--- src/design/lobm_ram.sv ---
`default_nettype none
// ----------------------------------------------------------------------------
// lobm_ram
// Generic simple dual-port RAM: one write port, one registered read port.
// ----------------------------------------------------------------------------
module lobm_ram #(
    parameter int WIDTH = 8,
    parameter int DEPTH = 64
) (
    input  wire logic                     aclk,
    input  wire logic                     we,
    input  wire logic [$clog2(DEPTH)-1:0] waddr,
    input  wire logic [WIDTH-1:0]         wdata,
    input  wire logic [$clog2(DEPTH)-1:0] raddr,
    output logic      [WIDTH-1:0]         rdata
);

    logic [WIDTH-1:0] mem [DEPTH];

    always_ff @(posedge aclk) begin
        if (we) begin
            mem[waddr] <= wdata;
        end
        rdata <= mem[raddr];
    end

endmodule
`default_nettype wire
--- config.mk ---
export PLATFORM = sky130hd
export DESIGN_NAME = lobm_ram
export DESIGN_NICKNAME = d
export VERILOG_FILES = /design/src/design/lobm_ram.sv
export SDC_FILE = /design/constraint.sdc
export NUM_CORES = 1
export LEC_CHECK = 0
export BUFFER_PORTS_ARGS = -buffer_cell sky130_fd_sc_hd__buf_4
export CAP_MARGIN = 25
export CORE_ASPECT_RATIO = 0.8
export CORE_MARGIN = 2
export CORE_UTILIZATION = 45
export DETAILED_ROUTE_END_ITERATION = 10
export GPL_TIMING_DRIVEN = 1
export PLACE_DENSITY = 0.61
export SLEW_MARGIN = 5
export SYNTH_ARGS = -nofsm -noshare
export SYNTH_HDL_FRONTEND = slang
export SYNTH_SLANG_ARGS = --single-unit
export TNS_END_PERCENT = 30
--- constraint.sdc ---
create_clock -name aclk -period 2.25 [get_ports aclk]
set_clock_uncertainty 0.2 [all_clocks]
set_input_delay 0.225 -clock aclk [delete_from_list [all_inputs] [get_ports aclk]]
set_output_delay 0.225 -clock aclk [all_outputs]
set_load 0.005 [all_outputs]
-- Word-level counts from Yosys, hierarchy flattened
Memories as Yosys holds them, arrays and structs flattened. A register that Yosys moved wholly into a read port is not among the register bits.
Index checks and enable logic that the tools add are counted.
- output and inout bits: 8
- memory bits (writable): 512
- flip-flop bits (word level): 0
- memories: 1
- memory list (name ; words ; bits a word ; rd ports ; clocked after Yosys merged registers in ; write ports ; line ; RTL):
    mem ; 64 ; 8 ; 1 ; 1 ; 1 ; 18 ; logic [WIDTH-1:0] mem [DEPTH];
- mux-type cells: 2
- operators with widths (operator ; count):
    1-bit 2-to-1 mux ; 2

-- Logic depth before layout (Yosys ltp)
- word-level depth: 2
- gate-level depth with buffers: 9
- gate-level depth less buffers: 5

-- Worst setup path after synthesis
No wires, ideal clock.
- kind: in2reg
- start: in raddr[1]
- end: reg rdata[3], read port of mem
- arrival time: 1.765 ns
- setup slack: 0.157 ns
- buffers on the path: 3
- library setup time: 0.128 ns
- stages: 7
- cell sequence: buf_4 > buf_2 > buf_2 > mux4_2 > mux4_2 > o21ai_1 > o41ai_1
- RTL lines (item ; line ; RTL):
    start: declaration ; 14 ; input wire logic [$clog2(DEPTH)-1:0] raddr,
    end: declaration ; 15 ; output logic [WIDTH-1:0] rdata

==> flow_summary.ini <==
[timing]
layout_min_cycle_time_ns = 2.111
hold_slack_ns = -0.008248
rsz0062_at_grt = no
max_freq_mhz = 473.7
fin_ws_ns = 0.1391
setup_viol = 0
tns_ns = 0
finalMaxSlewViolations = 0
slew_headroom_pct = 49.53
finalHoldViolCount = 4
tightest_slew_ns = 0.7570
final.period_utilization_pct = 93.82

[layout]
antennaDiodeCount = 0
design_area_sq_mm = 0.02369
fin_nets = 1132
instances_no_fill = 1753
multi_input_area_sq_mm = 0.004328
drive_above_1_share_pct = 32.87
synthToLayoutAreaGrowth_pct = 17.46
fill_cells = 3361
final-seq-area_sq_mm = 0.01553

[detailed_routing]
detail-route-antenna-nets = 0
routed_wl_um = 45910
first_pass_iters = 5
vias = 10044
wire_per_inst_um = 26.19
initialDrtViolationCount = 945
drc_errors = 0
vias_per_cell = 5.730

[cts]
clkTransAtPathRegs_ns = 0.06
cts_buffers = 50
clock-sinks = 520
clockBufferDepth = 3
worst_skew_pair.late_latency_ns = 0.58
cts-root-buf = clkbuf_16
cts_tree = built
htreeDepth = 2

[yosys]
synth_cell_types = 40
synth.cell_area_sq_mm = 0.02017
syn-instance-count = 940
syn_nets = 962
synthMuxAreaShare_pct = 15.94
post-synth-top-area-cell = edfxtp_1
ys_seq_area_share_pct = 77.03
synth_area_leaders = edfxtp_1 (76%), mux4_2 (14%), nor2_1 (1.5%)
synth_top_family_by_area = multiplexers
synth-edff-count = 512
synth-async-reset-ratio_pct = 0
synthTopCellsByCount = edfxtp_1 (512), mux4_2 (126), nor2_1 (83)
synth_seq_cells = 520
syn_avg_cell_area_sq_um = 21.45
synth.top_cell.area_share_pct = 76.24
yosysMostFrequentCell = edfxtp_1
synth_flop_cell = edfxtp_1
synth_compound_area_share_pct = 2.072
synthAdderAreaFrac_pct = 0
yosysWarnings = 0
synth-simple-area-share_pct = 3.388
synth-xor-area-share_pct = 0

[die]
pin_count = 30
initial_utilization_pct = 45.53
core_area_sq_mm = 0.04429
die-area_sq_mm = 0.04654
dieWidth_um = 240.7
rows = 69
die_h_um = 193.3

[flow_run]
drv_cap = 0

[run_status]
violations = negative hold slack
status = finished, violations left

[grt]
grt_pass1_wl_um = 68010
track_usage_pct = 20.33
grt_pass1_vias = 9883
overflow = 0
antenna_found_initial = 1
grt_max_degree = 65

[worst_setup_path]
worstSetupPathType = reg -> reg
rrSetupSlack_ns = 0.14
critPathSlowestCell = mux4_2
max_stage_delay_ns = 0.46
endpoint_kind = flip-flop
path_max_fanout = 1
worstReg2RegEnd = rdata[4]
rr_startpoint = mem[16][4]
worstPathCellList = mux4_2 -> mux2_2 -> o221a_2 -> nor3_2 -> o32ai_1
r2r.worst_path.cells = 5
start_kind = flip-flop
arrival_ns = 2.35
crit_required_ns = 2.49

[placement]
dp.cells = 1656
dp_slack_ns = -0.3516
port_buffers = 29
place_hpwl_um = 28940
globalplace.congestion = 0.7969
placed_area_sq_mm = 0.02203

[worst_hold_path]
hp-class = in -> reg
hold_depth = 1
hp-start = wdata[3]
min_to = mem[10][3]

[power_and_ir_drop]
p_sw_uw = 4212
ir_drop_mv = 0.5350
clockPowerShare_pct = 41.1
combPwrFrac_pct = 5.5
swShare_pct = 20.91
power_density_mw_per_mm2 = 850.2
leakage_uw = 0.007660
pwr-share-seq_pct = 53.5
p_int_uw = 15930
-- state kept, by name, indices dropped and copies added, names as in the netlist --
name / cells
rdata: 8
mem: 512
-- area by class of cell --
cell class / count / area share (%)
sequential: 520 / 65.58
multi-input combinational: 369 / 18.27
timing repair buffer: 169 / 6.228
clock buffer: 68 / 5.610
tap: 603 / 3.185
clock inverter: 24 / 1.125
-- layer usage --
layer / part of all wire [%] / wire, um / track usage, %
met1: 45 / 20440 / 31.97
met2: 44 / 20300 / 28.73
met3: 8.8 / 4042 / 4.324
met4: 2.4 / 1123 / 5.797
met5: 0 / 0 / 0
-- kinds of logic after synthesis --
| group | after synthesis |
|---|---|
| AOI/OAI and AO/OA | 54 |
| buffers and inverters | 51 |
| DFF | 520 |
| muxes | 162 |
| and+or+nand+nor | 153 |
-- layout by cell type (no fill, tap or decap), types with 9 or more instances in the layout --
| cell | count |
|---|---|
| nand3_1 | 13 |
| buf_4 | 148 |
| clkbuf_1 | 17 |
| clkinv_2 | 9 |
| clkbuf_16 | 50 |
| nor2b_1 | 14 |
| edfxtp_1 | 512 |
| nor2_1 | 82 |
| buf_12 | 15 |
| mux2i_1 | 23 |
| nand2_1 | 19 |
| mux4_2 | 126 |
| mux2_2 | 13 |
-- what timing repair did --
action                                 4_1_cts  5_1_grt
hold buffers                                 5        1
pin swaps                                    0        1
resized for setup                            1        2
endpoints found under the hold margin       17        1
buffers inserted                             0        0
setup endpoints to repair                    1        2
-- stage by stage --
step / util [%] / power (uW) / hold WS (ns)
after detailed placement: 49.74 / 12080 / 0.4230
after global placement: 49.74 / 12070 / 0.4312
after global routing: 53.48 / 20760 / 0.02316
after floorplan: - / 11520 / 0.1239
after CTS: 53.47 / 20320 / 0.0004967
final: 53.48 / 20140 / -0.008248
-- critical path, delay by kind of cell (launching register included) --
| family | cells | cell delay, ns |
|---|---|---|
| mux | 2 | 0.77 |
| compound gates | 2 | 0.41 |
| flops | 1 | 0.37 |
| simple gates | 1 | 0.23 |
-- worst max path at each step --
stage,cells after the start,endpoint,slack (ns),start
floorplan,7,rdata[3],0.16,raddr[1]
global placement,8,rdata[6],-0.32,raddr[0]
detailed placement,7,rdata[6],-0.35,raddr[0]
CTS,6,mem[51][6],0.007,waddr[2]
global route,5,rdata[0],0.08,mem[47][0]
finish,5,rdata[4],0.14,mem[16][4]
-- power by group through the flow --
stage                     Clock, uW  Combinational [uW]  Sequential [uW]
after global placement            0                1100            11000
after floorplan                   0                 571            10900
after detailed placement          0                1110            11000
after global routing           8810                1180            10800
after CTS                      8430                1120            10800
final                          8270                1110            10800
(Power assumes the default switching activity.)
